==> src/sv/oht_pkg.sv <==
`timescale 1ns / 1ps
// ----------------------------------------------------------------------------
// Oven thermostat package
// Payload structs, register indexes, operation codes and reset values that
// the relay controller uses.
// ----------------------------------------------------------------------------
package oht_pkg;

   localparam int TEMP_WIDTH = 12;
   localparam int STEP_WIDTH = 9;
   localparam int LIMIT_WIDTH = 16;
   localparam int CSR_INDEX_WIDTH = 3;
   localparam int CSR_DATA_WIDTH = 16;

   typedef logic [TEMP_WIDTH-1:0] temp_type;

   typedef enum logic [1:0] {
      OP_TICK   = 2'd0,
      OP_SAMPLE = 2'd1,
      OP_BUTTON = 2'd2,
      OP_UNUSED = 2'd3
   } op_type;

   typedef enum logic [CSR_INDEX_WIDTH-1:0] {
      CSR_STEP_SIZE   = 3'd0,
      CSR_FLOOR       = 3'd1,
      CSR_CEILING     = 3'd2,
      CSR_FAIL_LIMIT  = 3'd3,
      CSR_COMMIT_DLY  = 3'd4,
      CSR_PRESET_LOW  = 3'd5,
      CSR_PRESET_MID  = 3'd6,
      CSR_PRESET_HIGH = 3'd7
   } csr_index_type;

   typedef struct packed {
      logic [1:0] operation;
      temp_type   sample;
      logic       sensor_fault;
      logic       button;
      logic       click_kind;
   } oht_req_type;

   typedef struct packed {
      logic     relay_on;
      logic     halted;
      temp_type active_setpoint;
      temp_type edited_setpoint;
   } oht_rsp_type;

   // Button and click codes
   localparam logic BUTTON_MINUS = 1'b1;
   localparam logic CLICK_JUMP = 1'b1;

   // Hysteresis offsets, quarter degrees
   localparam logic [TEMP_WIDTH:0] OFF_MARGIN = (TEMP_WIDTH+1)'(4);
   localparam logic [TEMP_WIDTH:0] REARM_MARGIN = (TEMP_WIDTH+1)'(16);

   // Reset values
   localparam logic [STEP_WIDTH-1:0] RST_STEP_SIZE = 9'd4;
   localparam temp_type RST_FLOOR = 12'd0;
   localparam temp_type RST_CEILING = 12'd1200;
   localparam logic [LIMIT_WIDTH-1:0] RST_FAIL_LIMIT = 16'd5000;
   localparam logic [LIMIT_WIDTH-1:0] RST_COMMIT_DLY = 16'd3000;
   localparam temp_type RST_PRESET_LOW = 12'd720;
   localparam temp_type RST_PRESET_MID = 12'd800;
   localparam temp_type RST_PRESET_HIGH = 12'd880;
   localparam temp_type RST_SETPOINT = 12'd80;

endpackage

==> src/sv/oven_hysteresis_thermostat.sv <==
`timescale 1ns / 1ps
// ----------------------------------------------------------------------------
// Oven hysteresis thermostat
// Bang-bang relay control with two-phase hysteresis, failsafe halt and a
// button-edited setpoint that commits after an idle timeout.
//
//   channel  direction  ports                              transfer when
//   req      in         req_valid, req_ready, req_data     valid & ready
//   rsp      out        rsp_valid, rsp_ready, rsp_data     valid & ready
//   csr      in         csr_we, csr_index, csr_wdata       csr_we
//
// One event per cycle while req_ready is high: each transfer updates the state
// registers and loads the result register in the same clock.
// The result register is the only stage; req_ready stays high while it is
// empty or being emptied, so a stalled consumer holds the block one-for-one.
// Reset is synchronous and returns every state and configuration register to
// its power-up value.
// ----------------------------------------------------------------------------
module oven_hysteresis_thermostat
   import oht_pkg::*;
#(
   parameter int COUNTER_WIDTH = 16
) (
   input  logic                       clock,
   input  logic                       reset,
   input  logic                       req_valid,
   output logic                       req_ready,
   input  oht_req_type                req_data,
   output logic                       rsp_valid,
   input  logic                       rsp_ready,
   output oht_rsp_type                rsp_data,
   input  logic                       csr_we,
   input  logic [CSR_INDEX_WIDTH-1:0] csr_index,
   input  logic [CSR_DATA_WIDTH-1:0]  csr_wdata
);

   localparam int CMP_W = (COUNTER_WIDTH > LIMIT_WIDTH) ? COUNTER_WIDTH : LIMIT_WIDTH;
   localparam int SUM_W = TEMP_WIDTH + 1;

   typedef logic [COUNTER_WIDTH-1:0] count_type;

   // configuration
   logic [STEP_WIDTH-1:0]  step_size_ff;
   temp_type               floor_ff, ceiling_ff;
   logic [LIMIT_WIDTH-1:0] fail_limit_ff, commit_dly_ff;
   temp_type               preset_low_ff, preset_mid_ff, preset_high_ff;

   // control state
   temp_type  committed_ff, committed_in;
   temp_type  edit_ff, edit_in;
   logic      hyst_ff, hyst_in;
   logic      relay_ff, relay_in;
   logic      halt_ff, halt_in;
   count_type invalid_ff, invalid_in;
   count_type idle_ff, idle_in;

   // result register
   logic        rsp_valid_ff;
   oht_rsp_type rsp_data_ff, rsp_data_in;

   logic        req_fire;
   op_type      op;
   logic        sample_ok;
   logic [SUM_W-1:0] smp_ext, cp_ext;
   logic [SUM_W-1:0] plus_sum, floor_sum;
   temp_type    pick_up, pick_down, step_pt;

   assign req_ready = !rsp_valid_ff || rsp_ready;
   assign req_fire  = req_valid && req_ready;
   assign op        = op_type'(req_data.operation);
   assign sample_ok = !req_data.sensor_fault && (req_data.sample != '0);
   assign smp_ext   = SUM_W'(req_data.sample);
   assign cp_ext    = SUM_W'(committed_ff);
   assign plus_sum  = SUM_W'(edit_ff) + SUM_W'(step_size_ff);
   assign floor_sum = SUM_W'(floor_ff) + SUM_W'(step_size_ff);

   // Next preset above / below the committed point, presets compared as given
   always_comb begin
      if (committed_ff >= preset_high_ff) begin
         pick_up = committed_ff;
      end else if (committed_ff < preset_low_ff) begin
         pick_up = preset_low_ff;
      end else if (committed_ff < preset_mid_ff) begin
         pick_up = preset_mid_ff;
      end else if (committed_ff >= preset_mid_ff) begin
         pick_up = preset_high_ff;
      end else begin
         pick_up = committed_ff;
      end
      if (committed_ff <= preset_low_ff) begin
         pick_down = committed_ff;
      end else if (committed_ff > preset_high_ff) begin
         pick_down = preset_high_ff;
      end else if (committed_ff <= preset_mid_ff) begin
         pick_down = preset_low_ff;
      end else if (committed_ff > preset_mid_ff) begin
         pick_down = preset_mid_ff;
      end else begin
         pick_down = committed_ff;
      end
   end

   // Step click, clamped only in the direction of travel
   always_comb begin
      if (req_data.button != BUTTON_MINUS) begin
         step_pt = (plus_sum > SUM_W'(ceiling_ff)) ? ceiling_ff : plus_sum[TEMP_WIDTH-1:0];
      end else begin
         step_pt = (SUM_W'(edit_ff) < floor_sum) ? floor_ff
                                                 : edit_ff - TEMP_WIDTH'(step_size_ff);
      end
   end

   always_comb begin
      committed_in = committed_ff;
      edit_in      = edit_ff;
      hyst_in      = hyst_ff;
      relay_in     = relay_ff;
      halt_in      = halt_ff;
      invalid_in   = invalid_ff;
      idle_in      = idle_ff;
      if (!halt_ff) begin
         case (op)
            OP_TICK: begin
               invalid_in = (invalid_ff == '1) ? invalid_ff
                                               : invalid_ff + COUNTER_WIDTH'(1);
               idle_in    = (idle_ff == '1) ? idle_ff : idle_ff + COUNTER_WIDTH'(1);
            end
            OP_SAMPLE: begin
               if (sample_ok) begin
                  invalid_in = '0;
                  if (!hyst_ff) begin
                     if (smp_ext + OFF_MARGIN < cp_ext) begin
                        relay_in = 1'b1;
                     end else begin
                        relay_in = 1'b0;
                        hyst_in  = 1'b1;
                     end
                  end else if (smp_ext + REARM_MARGIN <= cp_ext) begin
                     hyst_in = 1'b0;
                  end
               end
               if (CMP_W'(invalid_in) >= CMP_W'(fail_limit_ff)) begin
                  halt_in  = 1'b1;
                  relay_in = 1'b0;
               end
            end
            OP_BUTTON: begin
               if (req_data.click_kind == CLICK_JUMP) begin
                  edit_in = (req_data.button == BUTTON_MINUS) ? pick_down : pick_up;
               end else begin
                  edit_in = step_pt;
               end
               idle_in = '0;
            end
            default: begin
            end
         endcase
         // commit the edit once the panel has been left alone long enough
         if (!halt_in && (CMP_W'(idle_in) >= CMP_W'(commit_dly_ff))) begin
            committed_in = edit_in;
         end
      end
      rsp_data_in.relay_on        = relay_in && !halt_in;
      rsp_data_in.halted          = halt_in;
      rsp_data_in.active_setpoint = committed_in;
      rsp_data_in.edited_setpoint = edit_in;
   end

   always_ff @(posedge clock) begin
      if (reset) begin
         step_size_ff   <= RST_STEP_SIZE;
         floor_ff       <= RST_FLOOR;
         ceiling_ff     <= RST_CEILING;
         fail_limit_ff  <= RST_FAIL_LIMIT;
         commit_dly_ff  <= RST_COMMIT_DLY;
         preset_low_ff  <= RST_PRESET_LOW;
         preset_mid_ff  <= RST_PRESET_MID;
         preset_high_ff <= RST_PRESET_HIGH;
      end else if (csr_we) begin
         case (csr_index_type'(csr_index))
            CSR_STEP_SIZE:   step_size_ff   <= csr_wdata[STEP_WIDTH-1:0];
            CSR_FLOOR:       floor_ff       <= csr_wdata[TEMP_WIDTH-1:0];
            CSR_CEILING:     ceiling_ff     <= csr_wdata[TEMP_WIDTH-1:0];
            CSR_FAIL_LIMIT:  fail_limit_ff  <= csr_wdata[LIMIT_WIDTH-1:0];
            CSR_COMMIT_DLY:  commit_dly_ff  <= csr_wdata[LIMIT_WIDTH-1:0];
            CSR_PRESET_LOW:  preset_low_ff  <= csr_wdata[TEMP_WIDTH-1:0];
            CSR_PRESET_MID:  preset_mid_ff  <= csr_wdata[TEMP_WIDTH-1:0];
            CSR_PRESET_HIGH: preset_high_ff <= csr_wdata[TEMP_WIDTH-1:0];
            default: begin
            end
         endcase
      end
   end

   always_ff @(posedge clock) begin
      if (reset) begin
         committed_ff <= RST_SETPOINT;
         edit_ff      <= RST_SETPOINT;
         hyst_ff      <= 1'b0;
         relay_ff     <= 1'b0;
         halt_ff      <= 1'b0;
         invalid_ff   <= '0;
         idle_ff      <= '0;
         rsp_valid_ff <= 1'b0;
      end else begin
         if (req_fire) begin
            committed_ff <= committed_in;
            edit_ff      <= edit_in;
            hyst_ff      <= hyst_in;
            relay_ff     <= relay_in;
            halt_ff      <= halt_in;
            invalid_ff   <= invalid_in;
            idle_ff      <= idle_in;
            rsp_valid_ff <= 1'b1;
         end else if (rsp_ready) begin
            rsp_valid_ff <= 1'b0;
         end
      end
   end

   // payload needs no reset; load on every input transfer
   always_ff @(posedge clock) begin
      if (req_fire) begin
         rsp_data_ff <= rsp_data_in;
      end
   end

   assign rsp_valid = rsp_valid_ff;
   assign rsp_data  = rsp_data_ff;

   // a latched halt never drops before reset
   a_halt_sticky: assert property (@(posedge clock) disable iff (reset)
      halt_ff |=> halt_ff)
      else $error("halt latch released without reset");

   // a halted result never drives the relay
   a_halt_relay_off: assert property (@(posedge clock) disable iff (reset)
      (rsp_valid_ff && rsp_data_ff.halted) |-> !rsp_data_ff.relay_on)
      else $error("relay driven while halted");

   // an empty result register always takes the next event
   a_ready_when_empty: assert property (@(posedge clock) disable iff (reset)
      !rsp_valid_ff |-> req_ready)
      else $error("input stalled with empty result register");

   // a button event while running clears the idle count
   a_button_clears_idle: assert property (@(posedge clock) disable iff (reset)
      (req_fire && !halt_ff && (op == OP_BUTTON)) |=> (idle_ff == '0))
      else $error("idle count not cleared by button");

   // a result appears only after an input transfer
   a_rsp_from_req: assert property (@(posedge clock) disable iff (reset)
      $rose(rsp_valid_ff) |-> $past(req_fire))
      else $error("result without input transfer");

endmodule
==> config.mk <==
export PLATFORM = sky130hd
export DESIGN_NAME = oven_hysteresis_thermostat
export DESIGN_NICKNAME = d
export VERILOG_FILES = /design/src/sv/oht_pkg.sv /design/src/sv/oven_hysteresis_thermostat.sv
export SDC_FILE = /design/constraint.sdc
export NUM_CORES = 1
export LEC_CHECK = 0
export ABC_CLOCK_PERIOD_IN_PS = 10300
export BUFFER_PORTS_ARGS = -buffer_cell sky130_fd_sc_hd__buf_4
export CORE_MARGIN = 4
export CORE_UTILIZATION = 65
export DETAILED_ROUTE_END_ITERATION = 12
export GPL_TIMING_DRIVEN = 0
export PLACE_DENSITY_LB_ADDON = 0.08
export SLEW_MARGIN = 5
export SYNTH_ARGS = -nofsm -noshare
export SYNTH_HDL_FRONTEND = slang
export SYNTH_SLANG_ARGS = --single-unit
==> constraint.sdc <==
create_clock -name clock -period 10.3 [get_ports clock]
set_input_delay 1.545 -clock clock [delete_from_list [all_inputs] [get_ports clock]]
set_output_delay 1.545 -clock clock [all_outputs]
set_load 0.01 [all_outputs]
==> impl_metrics.env, run 1 <==
export IMPL_r2r_cells=18
export IMPL_die_w_um=152.6
export IMPL_ys_flop_type="dfxtp_1"
export IMPL_synthAdderAreaFrac_pct=13.89
export IMPL_path_clk_slew_ps=80
export IMPL_finalInstanceArea_um2=14910
export IMPL_path_buf_inv=6
export IMPL_netlist_instances=1745
export IMPL_die_h_um=152.6
export IMPL_ys_top_cells_by_area="dfxtp_1 24%, ha_1 13%, nand2_1 7.8%, a21oi_1 6.5%, edfxtp_1 5.7%"
export IMPL_cap_violations=0
export IMPL_use_met1_pct=52.97
export IMPL_path_cells="buf_4, inv_1, ha_1, or4b_1, nor3_1, a41oi_1, clkbuf_1, clkbuf_1, nand2b_1, ha_1, nand2b_1, a21o_1, a21o_1, a211o_1, a21oi_1, nor4_1, or3_1, clkbuf_1, clkbuf_1, o21ai_0"
export IMPL_finalSetupTns_ps=0
export IMPL_end_kind="flip-flop"
export IMPL_cp_start_kind="input port"
export IMPL_gp_congestion=1.065
export IMPL_synth_area_leader_cell="dfxtp_1"
export IMPL_slew_limit_headroom_pct=4.032
export IMPL_syn_area_um2=13590
export IMPL_start_util_pct=66.72
export IMPL_ir_worst_vdd_v=0.0001188
export IMPL_synth_compound_area_share_pct=22.66
export IMPL_leakage_nw=6.057
export IMPL_num_rows=52
export IMPL_path_delay_family="simple AND/OR/NAND/NOR gates"
export IMPL_root_buffer="clkbuf_16"
export IMPL_cpMostUsedCell="clkbuf_1"
export IMPL_p_per_area_nw_per_um2=117.2
export IMPL_r2r_slack_ps=4910
export IMPL_worstSetupPathType="input port to flip-flop"
export IMPL_grtUsageMet2_pct=55.83
export IMPL_worst_path_stages=20
export IMPL_hp_class="flip-flop to flip-flop"
export IMPL_final_cells=2098
export IMPL_synthSimpleGateAreaFrac_pct=21.80
export IMPL_use_met3_pct=6.845
export IMPL_cp_slowest_cell="nor4_1"
export IMPL_routed_wl_um=44600
export IMPL_synthArstFlopShare_pct=0
export IMPL_yosysTopAreaCellShare_pct=23.72
export IMPL_status="finished clean"
export IMPL_ioPinCount=69
export IMPL_numCtsBuffers=17
export IMPL_ant_nets=0
export IMPL_ctsHoldBuffers=0
export IMPL_fin_nets=2005
export IMPL_ctsResizeCount=0
export IMPL_drcViolationCount=0
export IMPL_grt_pass1_wl_um=69060
export IMPL_die_area_um2=23280
export IMPL_yosysMostFrequentCell="nand2_1"
export IMPL_fin_skew_ps=12.34
export IMPL_cts_path_max_buffers=2
export IMPL_cp_startpoint="req_data[5]"
export IMPL_placed_cell_area_um2=14310
export IMPL_fmaxAchievable_ghz=0.1555
export IMPL_yosysSeqAreaShare_pct=29.47
export IMPL_worst_path_max_fanout=10
export IMPL_period_share_pct=62.45
export IMPL_cts_tree="done"
export IMPL_grt_max_degree=28
export IMPL_layout_min_cycle_time_ps=6432
export IMPL_n_antenna_cell=0
export IMPL_rsz0062_at_grt="no"
export IMPL_maxSlewViolCount=0
export IMPL_numPlacedInstances=2066
export IMPL_avgSynthCellArea_um2=7.786
export IMPL_synth_cell_types=93
export IMPL_synth_seq_cells=187
export IMPL_synth_edff_count=26
export IMPL_synth_top_family_by_area="compound AO/OA/AOI/OAI gates"
export IMPL_track_usage_pct=37.25
export IMPL_syn_nets=1935
export IMPL_first_global_vias=12480
export IMPL_setup_viol_count_final=0
export IMPL_worstMarginPinSlew_ps=1436
export IMPL_grt_busiest_layer="met2"
export IMPL_clkSinkCount=187
export IMPL_worst_endpoint_required_ps=10450
export IMPL_firstDrtPassIters=9
export IMPL_synth_xor_area_share_pct=3.159
export IMPL_htree_levels=4
export IMPL_dp_hpwl_um=34880
export IMPL_yosys_warnings=0
export IMPL_r2r_start="edit_ff[1]$_SDFFE_PP0P_"
export IMPL_layout_drive_gt1_share_pct=7.823
export IMPL_synth_common_cells="283 x nand2_1, 177 x a21oi_1, 161 x dfxtp_1"
export IMPL_cp_arrival_ps=6580
export IMPL_overflow=0
export IMPL_clk_latency_ps=450
export IMPL_r2r_end="rsp_data[14]$_DFFE_PP_"
export IMPL_wl_per_cell_um=21.26
export IMPL_hold_violations=0
export IMPL_via_per_inst=6.463
export IMPL_coreArea_um2=20360
export IMPL_drt_initial_drc_count=1756
export IMPL_cpPeakStageDelay_ps=930
export IMPL_syn2layout_area_growth_pct=9.762
export IMPL_place_port_buffers=51
export IMPL_post_cts_buffers=0
export IMPL_worstSetupEndpoint="rsp_data[15]$_DFFE_PP_"
export IMPL_synth_area_mux_share_pct=2.579
export IMPL_antenna_found_initial=0
export IMPL_route_vias_total=13560
power by group:
group	internal, W	switching [W]
logic	0.000102	0.000184
clock network	0.000348	0.000336
registers	0.000759	0.0000187
flip-flops by register name, summed over array words and instances, names as in the netlist, 12 cells and up:
name / cells
rsp_data: 26
commit_dly_ff: 16
fail_limit_ff: 16
idle_ff: 16
invalid_ff: 16
ceiling_ff: 12
committed_ff: 12
edit_ff: 12
floor_ff: 12
preset_high_ff: 12
preset_low_ff: 12
preset_mid_ff: 12
routing by layer:
layer  vias to the layer above  wire [µm]
met2                       802      18790
li1                       6315          -
met3                       137       5185
met5                         -          0
met1                      6306      18570
met4                         0       2060
worst min-delay path by stage:
stage / end / slack [ps] / depth (start not counted) / from
after floorplan: ceiling_ff[11]$_SDFFE_PP0P_ / 440 / 2 / ceiling_ff[11]$_SDFFE_PP0P_
after global placement: preset_low_ff[1]$_SDFFE_PP0P_ / 440 / 2 / preset_low_ff[1]$_SDFFE_PP0P_
after detailed placement: preset_low_ff[1]$_SDFFE_PP0P_ / 450 / 2 / preset_low_ff[1]$_SDFFE_PP0P_
after CTS: preset_low_ff[1]$_SDFFE_PP0P_ / 460 / 2 / preset_low_ff[1]$_SDFFE_PP0P_
after global routing: preset_low_ff[11]$_SDFFE_PP0P_ / 480 / 2 / preset_low_ff[11]$_SDFFE_PP0P_
final: preset_low_ff[11]$_SDFFE_PP0P_ / 460 / 2 / preset_low_ff[11]$_SDFFE_PP0P_
cells in the final DEF, fill, tap and decap left out, types with 22 or more instances in the layout:
master      n
dfxtp_1   161
ha_1      146
clkbuf_1   66
mux2i_1    26
nand2_1   283
o21ai_0    48
nor2_1    150
xnor2_1    32
nor2b_1    35
a21oi_1   177
a211oi_1   30
a21o_1     24
a211o_1    28
inv_1     127
nand3_1    34
buf_4      56
nor3_1     25
nand4_1    22
edfxtp_1   26
layout make-up:
class	count	area, µm²
clock inverters	15	175.2
clock buffers	17	425.4
well taps	270	337.8
flip-flops and latches	187	4004
fillers	1661	5451
multi-input cells	1339	8712
repair buffers	51	382.9
inverters	128	480.5
plain buffers	91	395.4
tightest hold or removal path: stages, from the launching register on:
cell	delay, ps
dfxtp_1	320
nand2_1	50
a21oi_1	50
cell families after synthesis:
family | after synthesis
adder cells (fa/ha/maj) | 149
AND/OR/NAND/NOR | 645
buffers and inverters | 219
XOR/XNOR | 49
multiplexers | 34
flip-flops | 187
AO/OA/AOI/OAI | 462
through the flow:
step / util (%) / hold slack [ps] / power [W] / setup slack [ps]
2_1_floorplan: - / 436.3 / 0.0009709 / 4943
6_report: 73.23 / 462.9 / 0.001747 / 3868
5_1_grt: 73.23 / 482.3 / 0.001802 / 3590
3_5_place_dp: 70.26 / 450.5 / 0.001071 / 3606
3_3_place_gp: 70.26 / 441.8 / 0.001062 / 3850
4_1_cts: 73.21 / 462.0 / 0.001736 / 3937
Note: power is estimated with default switching activity, not from simulation.
==> inputs of run 2 (changes only) <==
ABC_AREA = 1   (was not set)
ABC_CLOCK_PERIOD_IN_PS = 5500   (was 10300)
CORE_UTILIZATION = 57   (was 65)
clock period = 5.5 ns   (was 10.3 ns; I/O delays follow)
==> run 2 against run 1 <==
  * Via count increased by 5.2%
  * Combinational power increased to 4.3 times the previous value
  * Clock power increased by 98%
  * Core utilization decreased by 9.1 points
  * Non-clock buffer count increased by 4
  * Clock skew increased by 0.79 ps
  * Synthesized cell count increased by 20%
  * Synthesized area increased by 3.7%
  * Final cell count increased by 20%
  * Sequential power increased by 98%
  * Global-route usage decreased by 3.8 points
==> impl_metrics.env, run 2 <==
export IMPL_cp_slowest_cell="nand2_1"
export IMPL_numCtsBuffers=17
export IMPL_ys_top_cells_by_area="dfxtp_1 23%, ha_1 13%, nand2_1 12%, inv_1 8.2%, a21oi_1 7.3%"
export IMPL_cts_tree="done"
export IMPL_synth_edff_count=26
export IMPL_place_port_buffers=66
export IMPL_r2r_cells=25
export IMPL_final_common_cell="nand2_1"
export IMPL_yosysMostFrequentCell="nand2_1"
export IMPL_ir_worst_vdd_v=0.0002188
export IMPL_overflow=0
export IMPL_cpPeakStageDelay_ps=350
export IMPL_num_rows=57
export IMPL_largest_reg_flops=26
export IMPL_ant_nets=0
export IMPL_status="finished clean"
export IMPL_numPlacedInstances=2479
export IMPL_cp_start_kind="input port"
export IMPL_path_buf_inv=8
export IMPL_setup_viol_count_final=0
export IMPL_ctsHoldBuffers=0
export IMPL_finalSetupTns_ps=0
export IMPL_die_w_um=165.2
export IMPL_routed_wl_um=45540
export IMPL_gp_congestion=1.007
export IMPL_drt_initial_drc_count=1516
export IMPL_via_per_inst=5.683
export IMPL_path_cells="buf_4, inv_1, ha_1, nand4_1, nor3_1, nand4_1, nand2_1, inv_1, clkbuf_1, nor2_1, ha_1, nand2_1, inv_1, nand3_1, inv_1, a21oi_1, nand3_1, nand2_1, nand2_1, nor2_4, buf_2, nand3_1, nand2_1, inv_1"
export IMPL_period_share_pct=80.79
export IMPL_syn_area_um2=14090
export IMPL_hold_violations=0
export IMPL_synth_cell_types=56
export IMPL_path_clk_slew_ps=80
export IMPL_rsz0062_at_grt="no"
export IMPL_synth_area_leader_cell="dfxtp_1"
export IMPL_hp_class="flip-flop to flip-flop"
export IMPL_grt_max_degree=36
export IMPL_synthArstFlopShare_pct=0
export IMPL_dp_hpwl_um=36270
export IMPL_cp_arrival_ps=4640
export IMPL_synth_seq_cells=187
export IMPL_root_buffer="clkbuf_16"
export IMPL_clk_latency_ps=440
export IMPL_firstDrtPassIters=9
export IMPL_synth_common_cells="453 x nand2_1, 306 x inv_1, 205 x a21oi_1"
export IMPL_clkSinkCount=187
export IMPL_drcViolationCount=0
export IMPL_htree_levels=4
export IMPL_yosysSeqAreaShare_pct=28.41
export IMPL_track_usage_pct=33.46
export IMPL_yosys_warnings=0
export IMPL_fmaxAchievable_ghz=0.2251
export IMPL_route_vias_total=14260
export IMPL_final_cells=2509
export IMPL_slew_limit_headroom_pct=39.73
export IMPL_worst_path_max_fanout=10
export IMPL_final_cell_mix="453 x nand2_1, 306 x inv_1, 205 x a21oi_1"
export IMPL_first_global_vias=13040
export IMPL_worstMarginPinSlew_ps=904.1
export IMPL_end_kind="flip-flop"
export IMPL_worst_path_stages=24
export IMPL_worstSetupPathType="input port to flip-flop"
export IMPL_cap_violations=0
export IMPL_fin_nets=2364
export IMPL_layout_drive_gt1_share_pct=9.153
export IMPL_cts_path_max_buffers=2
export IMPL_avgSynthCellArea_um2=6.745
export IMPL_start_util_pct=57.94
export IMPL_fin_skew_ps=13.14
export IMPL_p_per_area_nw_per_um2=264.4
export IMPL_ys_flop_type="dfxtp_1"
export IMPL_antenna_found_initial=0
export IMPL_path_delay_family="simple AND/OR/NAND/NOR gates"
export IMPL_yosysTopAreaCellShare_pct=22.87
export IMPL_post_cts_buffers=0
export IMPL_maxSlewViolCount=0
export IMPL_wl_per_cell_um=18.15
export IMPL_die_h_um=165.2
export IMPL_ioPinCount=69
export IMPL_syn_nets=2279
export IMPL_grt_pass1_wl_um=70070
export IMPL_leakage_nw=7.499
export IMPL_worst_endpoint_required_ps=5700
export IMPL_syn2layout_area_growth_pct=10.76
export IMPL_n_antenna_cell=0
export IMPL_layout_min_cycle_time_ps=4443
export IMPL_coreArea_um2=24320
export IMPL_die_area_um2=27300
export IMPL_ctsResizeCount=0
export IMPL_netlist_instances=2089
export IMPL_holdPathStages=1
-- run 2: cell count changes after synthesis, sizes merged, moves of 19 or more --
cell and change:
a211o -28, o21ai +131, nand3 +135, clkbuf -30
nand2 +177, xnor2 -27, nand2b -19, a211oi -25
inv +188, mux2i -25, buf +19, a21oi +37
nor2b -35
-- run 2: area by class of cell --
class | count | area (µm²)
Sequential cell | 187 | 4004
Inverter | 321 | 1210
Clock buffer | 17 | 425.4
Clock inverter | 13 | 190.2
Fill cell | 2344 | 8712
Tap cell | 324 | 405.4
Multi-Input combinational cell | 1501 | 8476
Timing Repair Buffer | 66 | 495.5
Buffer | 80 | 401.6
-- run 2: final timing paths --
check	startpoint	endpoint	slack [ps]
worst max register to register	step_size_ff[0]$_SDFFE_PP0P_	rsp_data[14]$_DFFE_PP_	1060
worst min-delay path	invalid_ff[9]$_SDFFE_PP0P_	invalid_ff[9]$_SDFFE_PP0P_	450
worst max-delay path	req_data[5]	rsp_data[14]$_DFFE_PP_	1060
worst min register to register	invalid_ff[9]$_SDFFE_PP0P_	invalid_ff[9]$_SDFFE_PP0P_	450
-- run 2: metrics by stage --
| stage | worst slack (ps) | utilization, % | power, W | area [µm²] | hold slack [ps] |
|---|---|---|---|---|---|
| 6_report | 1057 | 64.18 | 0.004127 | 15610 | 450.0 |
| 3_3_place_gp | 763.3 | 61.65 | 0.002754 | 14990 | 430.6 |
| 3_5_place_dp | 769.4 | 61.65 | 0.002774 | 14990 | 440.2 |
| 2_1_floorplan | 1892 | - | 0.002386 | 14090 | 420.5 |
| 4_1_cts | 1133 | 64.18 | 0.004099 | 15610 | 451.8 |
| 5_1_grt | 726.3 | 64.18 | 0.004346 | 15610 | 482.2 |
-- run 2: routing by layer --
metal / GRT usage, % / share of wire (%) / wire length, µm / up-vias
li1: - / - / - / 7073
met1: 45.25 / 44 / 19820 / 6426
met2: 52.52 / 43 / 19690 / 631
met3: 5.609 / 8.5 / 3878 / 129
met4: 14.90 / 4.7 / 2151 / 0
met5: 0 / 0 / 0 / -
-- run 2: cell families (layout without fill, tap and decap cells) --
logic type | after synthesis | after routing | share of synthesized area [%]
compound gates | 475 | 475 | 18.36
xor+xnor | 28 | 28 | 1.740
fa+ha+maj | 149 | 149 | 13.39
buf+inv | 401 | 497 | 11.44
flops | 187 | 187 | 28.41
mux | 2 | 2 | 0.1509
simple gates | 847 | 847 | 26.50
-- run 2: worst reg2reg max path: stages, from the launching register on --
cell     delay, ps
dfxtp_1        460
ha_1           250
inv_1           60
fa_1           380
inv_1          110
nand2_1         80
a21oi_1        210
nor2_1          90
o21ai_0        210
xor2_1         410
inv_1          100
ha_1           310
a21oi_1        150
o21a_1         130
nand2_1         50
nand2_1         50
nand2_1         50
nand2_1        150
buf_2          250
nand3_1         90
nand3_1         90
nand3_1         70
nand3_1        110
nand3_1        150
nand2_1        160
inv_1           50
-- run 2: power breakdown --
part	total [W]	switching, W	internal (W)
sequential	0.00154	0.0000735	0.00147
clock	0.00135	0.000583	0.000764
combinational	0.00124	0.000810	0.000425
